`config.mk`:
```
export PLATFORM = sky130hd
export DESIGN_NAME = tof_range_result_gate
export DESIGN_NICKNAME = d
export VERILOG_FILES = /design/src/design/tofrg_pkg.sv /design/src/design/tofrg_serial_div.sv /design/src/design/tof_range_result_gate.sv
export SDC_FILE = /design/constraint.sdc
export NUM_CORES = 1
export LEC_CHECK = 0
export BUFFER_PORTS_ARGS = -buffer_cell sky130_fd_sc_hd__buf_2
export CAP_MARGIN = 40
export CORE_UTILIZATION = 31
export CTS_BUF_LIST = sky130_fd_sc_hd__clkbuf_4
export CTS_CLUSTER_DIAMETER = 120
export DETAILED_ROUTE_END_ITERATION = 10
export PLACE_DENSITY_LB_ADDON = 0.15
export SLEW_MARGIN = 30
export SYNTH_ARGS = -nofsm -noshare
export SYNTH_HDL_FRONTEND = slang
export SYNTH_SLANG_ARGS = --single-unit
```
`constraint.sdc`:
```
create_clock -name clk -period 6.6 [get_ports clk]
set_input_delay 0 -clock clk [delete_from_list [all_inputs] [get_ports clk]]
set_output_delay 0 -clock clk [all_outputs]
set_load 0.01 [all_outputs]
```
`src/design/tofrg_pkg.sv`:
```
`timescale 1ns / 1ps
// Package for the time-of-flight range result gate.
// Holds the shared constants, register indexes, result codes and the controller state type.
// Depends on nothing.
package tofrg_pkg;

    // Widths of the stream payloads.
    localparam int InDataWidth  = 104;
    localparam int OutDataWidth = 40;
    localparam int CfgIdxWidth  = 3;
    localparam int CfgDataWidth = 32;

    // Width of the shared bit-serial divider.
    localparam int DivWidth = 32;

    // Configuration register indexes.
    localparam logic [CfgIdxWidth-1:0] CfgDistanceMode = 3'd0;
    localparam logic [CfgIdxWidth-1:0] CfgRangeMin     = 3'd1;
    localparam logic [CfgIdxWidth-1:0] CfgRangeMax     = 3'd2;
    localparam logic [CfgIdxWidth-1:0] CfgStaleLimit   = 3'd3;
    localparam logic [CfgIdxWidth-1:0] CfgTargetRate   = 3'd4;

    // Configuration reset values.
    localparam logic [31:0] StaleLimitReset = 32'd1000000;
    localparam logic [15:0] TargetRateReset = 16'h0A00;

    // Result outcome codes.
    localparam logic [1:0] OutcomeFresh    = 2'd0;
    localparam logic [1:0] OutcomeRepeated = 2'd1;
    localparam logic [1:0] OutcomeStale    = 2'd2;
    localparam logic [1:0] OutcomeWaiting  = 2'd3;

    // Device status codes that carry a valid target.
    localparam logic [4:0] StatusAcceptA = 5'd4;
    localparam logic [4:0] StatusAcceptB = 5'd6;
    localparam logic [4:0] StatusAcceptC = 5'd8;
    localparam logic [4:0] StatusAcceptD = 5'd9;

    // Range limits in millimetres.
    localparam logic [15:0] NativeMinMm = 16'd40;
    localparam logic [15:0] ShortMaxMm  = 16'd1300;
    localparam logic [15:0] LongMaxMm   = 16'd4000;

    // Gain correction of 2011/2048 with rounding.
    localparam int          ProdWidth = 27;
    localparam logic [10:0] GainNum   = 11'd2011;
    localparam logic [10:0] GainHalf  = 11'h400;
    localparam int          GainShift = 11;

    localparam logic [15:0] SelectDefault = 16'h8000;
    localparam logic [15:0] Sat16         = 16'hFFFF;

    typedef enum logic [2:0] {
        S_IDLE,
        S_PREP,
        S_DIV1,
        S_DIV2,
        S_CLAMP,
        S_EMIT
    } state_t;

    // Handshake between the controller and the divider.
    typedef struct packed {
        logic start;
    } div_req_t;

    typedef struct packed {
        logic done;
        logic busy;
    } div_stat_t;

endpackage

```
`src/design/tofrg_serial_div.sv`:
```
`timescale 1ns / 1ps
// Bit-serial restoring divider, one quotient bit per clock.
// Depends on tofrg_pkg for the request and status structs.
module tofrg_serial_div #(
    parameter int WIDTH = tofrg_pkg::DivWidth
) (
    input  logic                  clk,
    input  logic                  rst_n,
    input  tofrg_pkg::div_req_t   req,
    input  logic [WIDTH-1:0]      dividend,
    input  logic [WIDTH-1:0]      divisor,
    output tofrg_pkg::div_stat_t  stat,
    output logic [WIDTH-1:0]      quotient
);
    import tofrg_pkg::*;

    localparam int CntWidth = (WIDTH > 1) ? $clog2(WIDTH) : 1;
    localparam logic [CntWidth-1:0] LastCount = CntWidth'(WIDTH - 1);

    logic                busy_reg, busy_next;
    logic                done_reg, done_next;
    logic [CntWidth-1:0] cnt_reg, cnt_next;
    logic [WIDTH-1:0]    dvd_reg, dvd_next;
    logic [WIDTH-1:0]    rem_reg, rem_next;
    logic [WIDTH-1:0]    dsr_reg, dsr_next;

    logic [WIDTH:0] rem_shift;
    logic [WIDTH:0] diff;
    logic           fits;

    always_comb
    begin
        // The dividend register shifts out its top bit into the remainder and
        // takes the new quotient bit in at the bottom.
        rem_shift = {rem_reg, dvd_reg[WIDTH-1]};
        diff      = rem_shift - {1'b0, dsr_reg};
        fits      = rem_shift >= {1'b0, dsr_reg};

        busy_next = busy_reg;
        done_next = 1'b0;
        cnt_next  = cnt_reg;
        dvd_next  = dvd_reg;
        rem_next  = rem_reg;
        dsr_next  = dsr_reg;

        if (req.start)
        begin
            busy_next = 1'b1;
            cnt_next  = '0;
            dvd_next  = dividend;
            rem_next  = '0;
            dsr_next  = divisor;
        end
        else if (busy_reg)
        begin
            rem_next = fits ? diff[WIDTH-1:0] : rem_shift[WIDTH-1:0];
            dvd_next = {dvd_reg[WIDTH-2:0], fits};
            cnt_next = cnt_reg + 1'b1;
            if (cnt_reg == LastCount)
            begin
                busy_next = 1'b0;
                done_next = 1'b1;
            end
        end
    end

    always_ff @(posedge clk or negedge rst_n)
    begin
        if (!rst_n)
        begin
            busy_reg <= 1'b0;
            done_reg <= 1'b0;
            cnt_reg  <= '0;
        end
        else
        begin
            busy_reg <= busy_next;
            done_reg <= done_next;
            cnt_reg  <= cnt_next;
        end
    end

    always_ff @(posedge clk)
    begin
        dvd_reg <= dvd_next;
        rem_reg <= rem_next;
        dsr_reg <= dsr_next;
    end

    assign stat.done = done_reg;
    assign stat.busy = busy_reg;
    assign quotient  = dvd_reg;

endmodule

```
`src/design/tof_range_result_gate.sv`:
```
`timescale 1ns / 1ps
// Top level of the time-of-flight range result gate: controller, state and output register.
// Depends on tofrg_pkg and tofrg_serial_div.
//
// The block takes one poll item at a time and returns one result item for it. A poll
// without new data passes from S_PREP straight to S_EMIT and into the output register,
// after which the block returns to S_IDLE to accept the next item. A fresh reading
// passes through S_PREP, S_DIV1, S_DIV2, S_CLAMP and S_EMIT: one shared bit-serial
// divider produces one quotient bit per clock and runs twice, first for the scaled
// total rate over the SPAD count and then for the target rate over that per-SPAD rate;
// a zero SPAD count skips both divisions and a zero total skips the second.
// The next item is accepted as soon as the previous result has moved into the output
// register, even while it waits there.
module tof_range_result_gate (
    input  logic                                   clk,
    input  logic                                   rst_n,
    // Input items.
    input  logic                                   s_tvalid,
    output logic                                   s_tready,
    // From bit 0: timestamp_us[31:0], range_status_byte[39:32], effective_spads[55:40],
    // ambient_rate[71:56], peak_signal_rate[87:72], final_range_mm[103:88].
    input  logic [tofrg_pkg::InDataWidth-1:0]      s_tdata,
    // From bit 0: data_not_ready.
    input  logic                                   s_tuser,
    // Result items.
    output logic                                   m_tvalid,
    input  logic                                   m_tready,
    // From bit 0: distance_mm[15:0], target_accepted[16], spads_select[32:17],
    // spads_update[33], device_status[38:34], zero[39].
    output logic [tofrg_pkg::OutDataWidth-1:0]     m_tdata,
    // From bit 0: outcome[1:0].
    output logic [1:0]                             m_tuser,
    // Configuration writes.
    input  logic                                   cfg_we,
    input  logic [tofrg_pkg::CfgIdxWidth-1:0]      cfg_index,
    input  logic [tofrg_pkg::CfgDataWidth-1:0]     cfg_data
);
    import tofrg_pkg::*;

    // Configuration registers.
    logic        mode_reg;
    logic [15:0] range_min_reg;
    logic [15:0] range_max_reg;
    logic [31:0] stale_limit_reg;
    logic [15:0] target_rate_reg;

    // Block state.
    logic [15:0] held_dist_reg, held_dist_next;
    logic        holds_reg, holds_next;
    logic [31:0] fresh_time_reg, fresh_time_next;

    state_t state_reg, state_next;

    // Captured item.
    logic        nr_reg, nr_next;
    logic [31:0] now_reg, now_next;
    logic [4:0]  status_reg, status_next;
    logic [15:0] spads_reg, spads_next;
    logic [15:0] total_reg, total_next;
    logic [15:0] final_reg, final_next;
    logic [ProdWidth-1:0] prod_reg, prod_next;
    logic [15:0] sel_reg, sel_next;

    // Pending result.
    logic [1:0]  res_outcome_reg, res_outcome_next;
    logic [15:0] res_dist_reg, res_dist_next;
    logic        res_acc_reg, res_acc_next;

    // Output register.
    logic        m_valid_reg, m_valid_next;
    logic [1:0]  out_outcome_reg, out_outcome_next;
    logic [15:0] out_dist_reg, out_dist_next;
    logic        out_acc_reg, out_acc_next;
    logic [15:0] out_sel_reg, out_sel_next;
    logic        out_upd_reg, out_upd_next;
    logic [4:0]  out_status_reg, out_status_next;

    div_req_t            div_req;
    div_stat_t           div_stat;
    logic [DivWidth-1:0] div_dividend;
    logic [DivWidth-1:0] div_divisor;
    logic [DivWidth-1:0] div_quotient;

    logic [16:0] rate_sum;
    logic [31:0] elapsed;
    logic        accepted;
    logic [15:0] lo_mm;
    logic [15:0] hi_mm;
    logic [15:0] dist_a;
    logic [15:0] dist_b;
    logic [15:0] dist_c;

    tofrg_serial_div #(
        .WIDTH (DivWidth)
    ) u_div (
        .clk      (clk),
        .rst_n    (rst_n),
        .req      (div_req),
        .dividend (div_dividend),
        .divisor  (div_divisor),
        .stat     (div_stat),
        .quotient (div_quotient)
    );

    always_comb
    begin
        rate_sum = {1'b0, s_tdata[87:72]} + {1'b0, s_tdata[71:56]};
        elapsed  = now_reg - fresh_time_reg;
        accepted = (status_reg == StatusAcceptA) || (status_reg == StatusAcceptB) ||
                   (status_reg == StatusAcceptC) || (status_reg == StatusAcceptD);
        lo_mm    = (range_min_reg != 16'd0) ? range_min_reg : NativeMinMm;
        hi_mm    = (range_max_reg != 16'd0) ? range_max_reg
                                            : (mode_reg ? LongMaxMm : ShortMaxMm);
        // Rejected statuses report the maximum; the minimum clamp goes first so
        // that crossed limits end at the maximum.
        dist_a   = accepted ? prod_reg[ProdWidth-1:GainShift] : hi_mm;
        dist_b   = (dist_a < lo_mm) ? lo_mm : dist_a;
        dist_c   = (dist_b > hi_mm) ? hi_mm : dist_b;
    end

    always_comb
    begin
        state_next       = state_reg;
        held_dist_next   = held_dist_reg;
        holds_next       = holds_reg;
        fresh_time_next  = fresh_time_reg;
        nr_next          = nr_reg;
        now_next         = now_reg;
        status_next      = status_reg;
        spads_next       = spads_reg;
        total_next       = total_reg;
        final_next       = final_reg;
        prod_next        = prod_reg;
        sel_next         = sel_reg;
        res_outcome_next = res_outcome_reg;
        res_dist_next    = res_dist_reg;
        res_acc_next     = res_acc_reg;
        m_valid_next     = m_valid_reg & ~m_tready;
        out_outcome_next = out_outcome_reg;
        out_dist_next    = out_dist_reg;
        out_acc_next     = out_acc_reg;
        out_sel_next     = out_sel_reg;
        out_upd_next     = out_upd_reg;
        out_status_next  = out_status_reg;
        div_req.start    = 1'b0;
        div_dividend     = {total_reg, 16'h0000};
        div_divisor      = {16'h0000, spads_reg};
        s_tready         = 1'b0;

        unique case (state_reg)
            S_IDLE:
            begin
                s_tready = 1'b1;
                if (s_tvalid)
                begin
                    nr_next     = s_tuser;
                    now_next    = s_tdata[31:0];
                    status_next = s_tdata[36:32];
                    spads_next  = s_tdata[55:40];
                    total_next  = rate_sum[16] ? Sat16 : rate_sum[15:0];
                    final_next  = s_tdata[103:88];
                    state_next  = S_PREP;
                end
            end

            S_PREP:
            begin
                res_dist_next = 16'd0;
                res_acc_next  = 1'b0;
                sel_next      = 16'd0;
                if (nr_reg)
                begin
                    if (!holds_reg)
                    begin
                        res_outcome_next = OutcomeWaiting;
                    end
                    else if (elapsed > stale_limit_reg)
                    begin
                        holds_next       = 1'b0;
                        res_outcome_next = OutcomeStale;
                    end
                    else
                    begin
                        res_outcome_next = OutcomeRepeated;
                        res_dist_next    = held_dist_reg;
                    end
                    state_next = S_EMIT;
                end
                else
                begin
                    prod_next = ProdWidth'(final_reg) * ProdWidth'(GainNum) +
                                ProdWidth'(GainHalf);
                    fresh_time_next  = now_reg;
                    holds_next       = 1'b1;
                    res_outcome_next = OutcomeFresh;
                    if (spads_reg == 16'd0)
                    begin
                        sel_next   = SelectDefault;
                        state_next = S_CLAMP;
                    end
                    else
                    begin
                        div_req.start = 1'b1;
                        state_next    = S_DIV1;
                    end
                end
            end

            S_DIV1:
            begin
                if (div_stat.done)
                begin
                    if (div_quotient == '0)
                    begin
                        sel_next   = SelectDefault;
                        state_next = S_CLAMP;
                    end
                    else
                    begin
                        div_dividend  = {target_rate_reg, 16'h0000};
                        div_divisor   = div_quotient;
                        div_req.start = 1'b1;
                        state_next    = S_DIV2;
                    end
                end
            end

            S_DIV2:
            begin
                if (div_stat.done)
                begin
                    sel_next   = (div_quotient[31:16] != 16'd0) ? Sat16 : div_quotient[15:0];
                    state_next = S_CLAMP;
                end
            end

            S_CLAMP:
            begin
                held_dist_next = dist_c;
                res_dist_next  = dist_c;
                res_acc_next   = accepted;
                state_next     = S_EMIT;
            end

            S_EMIT:
            begin
                if (!m_valid_reg || m_tready)
                begin
                    m_valid_next     = 1'b1;
                    out_outcome_next = res_outcome_reg;
                    out_dist_next    = res_dist_reg;
                    out_acc_next     = res_acc_reg;
                    out_sel_next     = sel_reg;
                    out_upd_next     = (res_outcome_reg == OutcomeFresh);
                    out_status_next  = (res_outcome_reg == OutcomeFresh) ? status_reg : 5'd0;
                    state_next       = S_IDLE;
                end
            end

            default:
            begin
                state_next = S_IDLE;
            end
        endcase
    end

    always_ff @(posedge clk or negedge rst_n)
    begin
        if (!rst_n)
        begin
            state_reg <= S_IDLE;
        end
        else
        begin
            state_reg <= state_next;
        end
    end

    always_ff @(posedge clk or negedge rst_n)
    begin
        if (!rst_n)
        begin
            held_dist_reg  <= 16'd0;
            holds_reg      <= 1'b0;
            fresh_time_reg <= 32'd0;
            m_valid_reg    <= 1'b0;
        end
        else
        begin
            held_dist_reg  <= held_dist_next;
            holds_reg      <= holds_next;
            fresh_time_reg <= fresh_time_next;
            m_valid_reg    <= m_valid_next;
        end
    end

    always_ff @(posedge clk or negedge rst_n)
    begin
        if (!rst_n)
        begin
            mode_reg        <= 1'b0;
            range_min_reg   <= 16'd0;
            range_max_reg   <= 16'd0;
            stale_limit_reg <= StaleLimitReset;
            target_rate_reg <= TargetRateReset;
        end
        else if (cfg_we)
        begin
            unique case (cfg_index)
                CfgDistanceMode: mode_reg        <= cfg_data[0];
                CfgRangeMin:     range_min_reg   <= cfg_data[15:0];
                CfgRangeMax:     range_max_reg   <= cfg_data[15:0];
                CfgStaleLimit:   stale_limit_reg <= cfg_data;
                CfgTargetRate:   target_rate_reg <= cfg_data[15:0];
                default:         ;
            endcase
        end
    end

    always_ff @(posedge clk)
    begin
        nr_reg          <= nr_next;
        now_reg         <= now_next;
        status_reg      <= status_next;
        spads_reg       <= spads_next;
        total_reg       <= total_next;
        final_reg       <= final_next;
        prod_reg        <= prod_next;
        sel_reg         <= sel_next;
        res_outcome_reg <= res_outcome_next;
        res_dist_reg    <= res_dist_next;
        res_acc_reg     <= res_acc_next;
        out_outcome_reg <= out_outcome_next;
        out_dist_reg    <= out_dist_next;
        out_acc_reg     <= out_acc_next;
        out_sel_reg     <= out_sel_next;
        out_upd_reg     <= out_upd_next;
        out_status_reg  <= out_status_next;
    end

    assign m_tvalid = m_valid_reg;
    assign m_tuser  = out_outcome_reg;
    assign m_tdata  = {1'b0, out_status_reg, out_upd_reg, out_sel_reg, out_acc_reg, out_dist_reg};

endmodule
```
# Word-level counts from Yosys, hierarchy flattened
# Cells that the tools add are included.
# word_totals
reg_bits	426
in_bits	145
word_cells	151
output_inout_bits	44
# classes
n_lt_le_gt_ge	4
n_mux	56
n_reduce_logical	27
add_sub_neg	5
mul	1
n_eq_ne	19
bitwise	5
# ops
operator	n
16-bit two-way mux	17
32-bit two-way mux	6
32-bit subtractor	2
16-bit case mux with 3 select lines	1
16-bit nonzero test	3
33-bit by 32-bit >= comparator with 1-bit output	1
32-bit > comparator	1
32-bit logical NOT	1
16-bit case mux with 2 select lines	1
27-bit by 11-bit adder with 27-bit output (second input constant)	1
16-bit by 11-bit multiplier with 27-bit output (second input constant)	1
3-bit two-way mux	7
3-bit case mux with 6 select lines	1
16-bit by 16-bit adder with 17-bit output	1
16-bit > comparator	1
16-bit logical NOT	1
16-bit less-than comparator	1
1-bit two-way mux	16
2-bit AND reduction	8
3-bit by 2-bit == test with 1-bit output (second input constant)	4
12-bit two-way mux	1
5-bit by 3-bit == test with 1-bit output (second input constant)	2
5-bit by 4-bit == test with 1-bit output (second input constant)	2
5-bit two-way mux	2
other kinds (18)	35

# Logic depth before layout (Yosys ltp)
# depth
ltp_word	10
ltp_mapped	32
mapped_depth_nobuf	28

# Hierarchy
# From an unflattened synthesis, not the netlist that was laid out.
# hier_totals
cells_unflattened	2414
area_unflattened_um2	25588.3
# modules_own_cells
mod	seq_area_each_um2	area_per_inst_um2	cells_each	instances
tof_range_result_gate	8709.6	19676.4	1838	1
tofrg_serial_div	2737.6	5911.9	576	1

# Least setup slack after synthesis
# Ideal clock, no wire load.
# synth_timing
path_type	register -> register
startpoint	register status_reg[3]
endpoint	register res_dist_reg[10] (data pin)
setup_slack_ns	0.750
path_buffers	6
path_stages_with_launch	30
required_ns	6.333
arrival_ns	5.582
setup_ns	0.267
period_less_slack_ns	5.850
path_cell_list	edfxtp_1 nor3b_1 o21bai_2 clkbuf_1 clkbuf_1 a21oi_1 ha_1 a21o_1 a21o_1 a21o_1 a221o_1 a31oi_1 o21ai_2 buf_2 buf_4 nand2_1 o21ai_0 ha_1 a21o_1 a21o_1 a21oi_1 nor2_1 a211oi_1 mux2_2 a31oi_1 buf_2 buf_1 nand2_1 o211ai_1 o21ai_0
# synth_between
elab_chain_cells	10
word_cells_on_any_way	13
classes_between	order compare (2); eq/ne (4); mux (4); reduce/logical (3)
# synth_rtl
item	line	text
start: declaration	tof_range_result_gate.sv:57	logic [4:0] status_reg, status_next;
start signal: assignment	tof_range_result_gate.sv:324	status_reg <= status_next;
5-bit by 3-bit == test with 1-bit output	tof_range_result_gate.sv:109	accepted = (status_reg == StatusAcceptA) || (status_reg == StatusAcceptB) ||
1-bit logical OR (2 in a row)	tof_range_result_gate.sv:109	
1-bit logical OR *	tof_range_result_gate.sv:110	(status_reg == StatusAcceptC) || (status_reg == StatusAcceptD);
16-bit two-way mux *	tof_range_result_gate.sv:116	dist_a = accepted ? prod_reg[ProdWidth-1:GainShift] : hi_mm;
16-bit less-than comparator	tof_range_result_gate.sv:117	dist_b = (dist_a < lo_mm) ? lo_mm : dist_a;
16-bit two-way mux *	tof_range_result_gate.sv:117	
16-bit > comparator	tof_range_result_gate.sv:118	dist_c = (dist_b > hi_mm) ? hi_mm : dist_b;
16-bit two-way mux *	tof_range_result_gate.sv:118	
16-bit case mux with 2 select lines *	tof_range_result_gate.sv:150	unique case (state_reg)
net res_dist_next[10]	tof_range_result_gate.sv:66	logic [15:0] res_dist_reg, res_dist_next;
end signal: assignment	tof_range_result_gate.sv:331	res_dist_reg <= res_dist_next;
end: declaration	tof_range_result_gate.sv:66	
# The timed path passes the listed nets; every way through them passes the cells marked *.
# A chain may end at the register's enable or synchronous reset.

# Worst setup path after layout
# layout_timing
startpoint	register range_max_reg[0]
endpoint	register res_dist_reg[0] (data pin)
# layout_between
elab_chain_cells	8
# layout_rtl
item	line	text
start: declaration	tof_range_result_gate.sv:43	logic [15:0] range_max_reg;
start signal: assignment	tof_range_result_gate.sv:312	CfgRangeMax: range_max_reg <= cfg_data[15:0];
16-bit nonzero test	tof_range_result_gate.sv:112	hi_mm = (range_max_reg != 16'd0) ? range_max_reg
16-bit two-way mux *	tof_range_result_gate.sv:112	
16-bit two-way mux	tof_range_result_gate.sv:116	
16-bit less-than comparator	tof_range_result_gate.sv:117	
16-bit two-way mux	tof_range_result_gate.sv:117	
16-bit > comparator	tof_range_result_gate.sv:118	
16-bit two-way mux *	tof_range_result_gate.sv:118	
16-bit case mux with 2 select lines *	tof_range_result_gate.sv:150	
net res_dist_next[0]	tof_range_result_gate.sv:66	
# Marks and branches as above.

==> impl_metrics.tcl <==
set metrics [dict create \
    outcome "finished clean" \
    synth_edf_count 242 \
    vdd_ir_drop_max_v 0.000549 \
    cts_resized 0 \
    internal_power_w 0.0106 \
    synth_top_area_cell "edfxtp_1" \
    critPathRequiredTime_ns 7.21 \
    synth_warnings 0 \
    fin_ws_ns 0.356 \
    routedWlPerCell_um 16.3 \
    relSlewSlack_pct 49.0 \
    synth_ff_type "edfxtp_1" \
    avgViaCountPerCell 4.64 \
    worstMarginPinSlew_ns 0.763 \
    drc 0 \
    area_delta_synth_final_pct 28.2 \
    chipHeight_um 285 \
    ant_nets 0 \
    p_sw_share_pct 42.5 \
    synthArstFlopShare_pct 34.0 \
    clkPwrFrac_pct 13.5 \
    vias 18800 \
    drt-met1-wl_mm 30.0 \
    dr_wl_met3_mm 2.33 \
    min_path_type "in2reg" \
    hold_viol 0 \
    io_buffers 184 \
    first_pass_iters 5 \
    cp_slowest_cell "dfrtp_1" \
    arrival_ns 6.85 \
    dp_hpwl_mm 46.8 \
    initial_core_util_pct 31.4 \
    topRoutingLayerUsed "met4" \
    wl_met2_mm 31.4 \
    post-cts-setup-buffers 0 \
    grt_max_degree 80 \
    placed_cell_area_um2 27100 \
    synth_area_leaders "edfxtp_1, dfrtp_1, ha_1" \
    switching_power_w 0.00783 \
    finish.instance_area_um2 31900 \
    cts.path.max_buffers 3 \
    grt_pass1_wl_mm 106 \
    die_area_um2 81400 \
    finalNetCount 3349 \
    slowest_delay_ns 0.45 \
    dr.first_iter.drc_count 858 \
    slew_viol_final 0 \
    synth_nets 2773 \
    yosysSeqAreaShare_pct 46.0 \
    ctsHoldBuffers 311 \
    tritoncts "built" \
    root_buffer "clkbuf_4" \
    gp_congestion 0.843 \
    layout_worst_path_cycle_share_pct 94.6 \
    cap_violations 0 \
    netlist_instances 2319 \
    numCtsBuffers 119 \
    power_frac_seq_pct 25.4 \
    ios 189 \
    max_clock_freq_mhz 160 \
    p_comb_share_pct 61.1 \
    endpoint_kind "flip-flop" \
    antenna_found_initial 2 \
    clk_pin_slew_ns 0.07 \
    tns_ns 0 \
    rsz0062_at_grt "false" \
    p_leak_nw 14.1 \
    rows 103 \
    clock_skew_ns 0.0943 \
    synth_area_per_cell_um2 10.7 \
    drive_gt1_share_pct 18.3 \
    worst-setup-path-type "reg2reg" \
    period_minus_slack_ns 6.24 \
    cts_sinks 415 \
    mappedNetlistArea_um2 24900 \
    grt_pass1_vias 19600 \
    startpoint_type "flip-flop" \
    ys_seq_elements 415 \
    core_um2 79100 \
    setup-violations-final 0 \
    crit_top_cell "a21o_1" \
    htree_num_levels 3 \
    clkLatencyLatePin_ns 0.90 \
    wl_mm 66.0 \
    grtUsageTotal_pct 16.4 \
    path_max_fanout 17 \
    powerDensity_nw_per_um2 578 \
    synthDistinctLibCells 78 \
    place_ws_ns 0.376 \
    yosysTopAreaCellShare_pct 29.2 \
    grt_overflow 0 \
    die_w_um 285 \
]
## layout by cell type (no fill, tap or decap), types with 46 or more instances in the layout
cell             n
dlygate4sd3_1  310
nand2_1        295
edfxtp_1       242
inv_1          232
ha_1           215
clkbuf_4       191
buf_2          183
nor2_1         151
o21ai_0        136
dfrtp_1        132
fa_1            94
a21oi_1         84
mux2_2          81
xnor2_1         55
a21o_1          49
a31oi_1         46
## metrics by stage
stage	util (%)	hold slack, ns	total power (W)	instances
4_1_cts	40.2	0.00469	0.0187	4046
2_1_floorplan	-	-0.296	0.0132	2319
6_report	40.3	0.0850	0.0184	4053
3_3_place_gp	34.2	0.0505	0.0156	3506
3_5_place_dp	34.2	0.0612	0.0158	3508
5_1_grt	40.3	0.0315	0.0204	4052
## routing by layer
| layer | up-vias | GRT usage [%] |
|---|---|---|
| li1 | 9348 | - |
| met1 | 8986 | 21.1 |
| met2 | 342 | 27.4 |
| met3 | 137 | 2.78 |
| met4 | 0 | 6.71 |
| met5 | - | 0 |
## worst max-delay path: cells and delay by family (launching register included)
kind / cells / cell delay, ns
AO/OA/AOI/OAI: 15 / 3.02
adder cells (fa/ha/maj): 2 / 0.56
flip-flops: 1 / 0.45
AND/OR/NAND/NOR: 7 / 1.31
buffers and inverters: 3 / 0.35
multiplexers: 1 / 0.25
## power by group through the flow
stage          Sequential [W]  Combinational (W)  Clock [W]
2_1_floorplan         0.00453            0.00872          0
3_3_place_gp          0.00473             0.0109          0
3_5_place_dp          0.00474             0.0111          0
4_1_cts               0.00470             0.0114    0.00259
5_1_grt               0.00478             0.0129    0.00274
6_report              0.00469             0.0113    0.00248
## cell type report
class                      instances  area, um2
antenna                            2       5.00
clock buffer                     191       1430
clock inverter                    36        176
fill                            7791      47200
inverter                         234        880
multi-input combinational       1600      12300
sequential                       415      11400
tap                             1050       1310
timing repair buffer             525       4350
## synthesized netlist by cell type, types with 4 or more instances
cell type	count
o21ai_1	8
nor4_1	21
buf_1	5
ha_1	215
a21o_1	49
nor3b_1	5
a211o_1	5
nor3_1	25
buf_2	4
o22ai_1	4
nor2b_1	19
nand2b_1	16
and2_1	29
xnor2_1	55
mux2i_1	10
a31oi_1	47
edfxtp_1	242
mux2_2	81
buf_4	4
nand3_1	29
buf_6	4
o21ai_0	136
clkbuf_1	53
dfstp_2	9
and3_1	28
nor2_1	153
a21oi_1	84
xor2_1	29
nand2_1	295
o21a_1	27
a21oi_2	8
fa_1	94
dfxtp_1	32
a211oi_1	10
inv_1	233
o211ai_1	16
dfrtp_1	132
nand4_1	27
o21bai_1	12
## logic make-up (layout without fill, tap and decap cells)
kind of cell | Yosys count | in the layout | synth area share (%)
fa+ha+maj | 309 | 309 | 18.4
flops | 415 | 415 | 46.0
buf+inv | 304 | 986 | 4.79
other cells | 1 | 3 | 0.0151
mux | 93 | 93 | 4.19
compound gates | 446 | 446 | 11.5
xor+xnor | 84 | 84 | 2.96
simple gates | 667 | 667 | 12.2
## final timing paths
check,start,to,slack (ns),depth (start not counted)
min,cfg_data[5],range_min_reg[5],0.09,3
min reg2reg,res_dist_reg[14],out_dist_reg[14],0.35,0
max reg2reg,range_max_reg[0],res_dist_reg[0],0.36,28
max in group asynchronous,rst_n,target_rate_reg[5],5.52,4
min in group asynchronous,rst_n,stale_limit_reg[9],0.26,3
max,range_max_reg[0],res_dist_reg[0],0.36,28
Note: power is estimated with default switching activity, not from simulation.
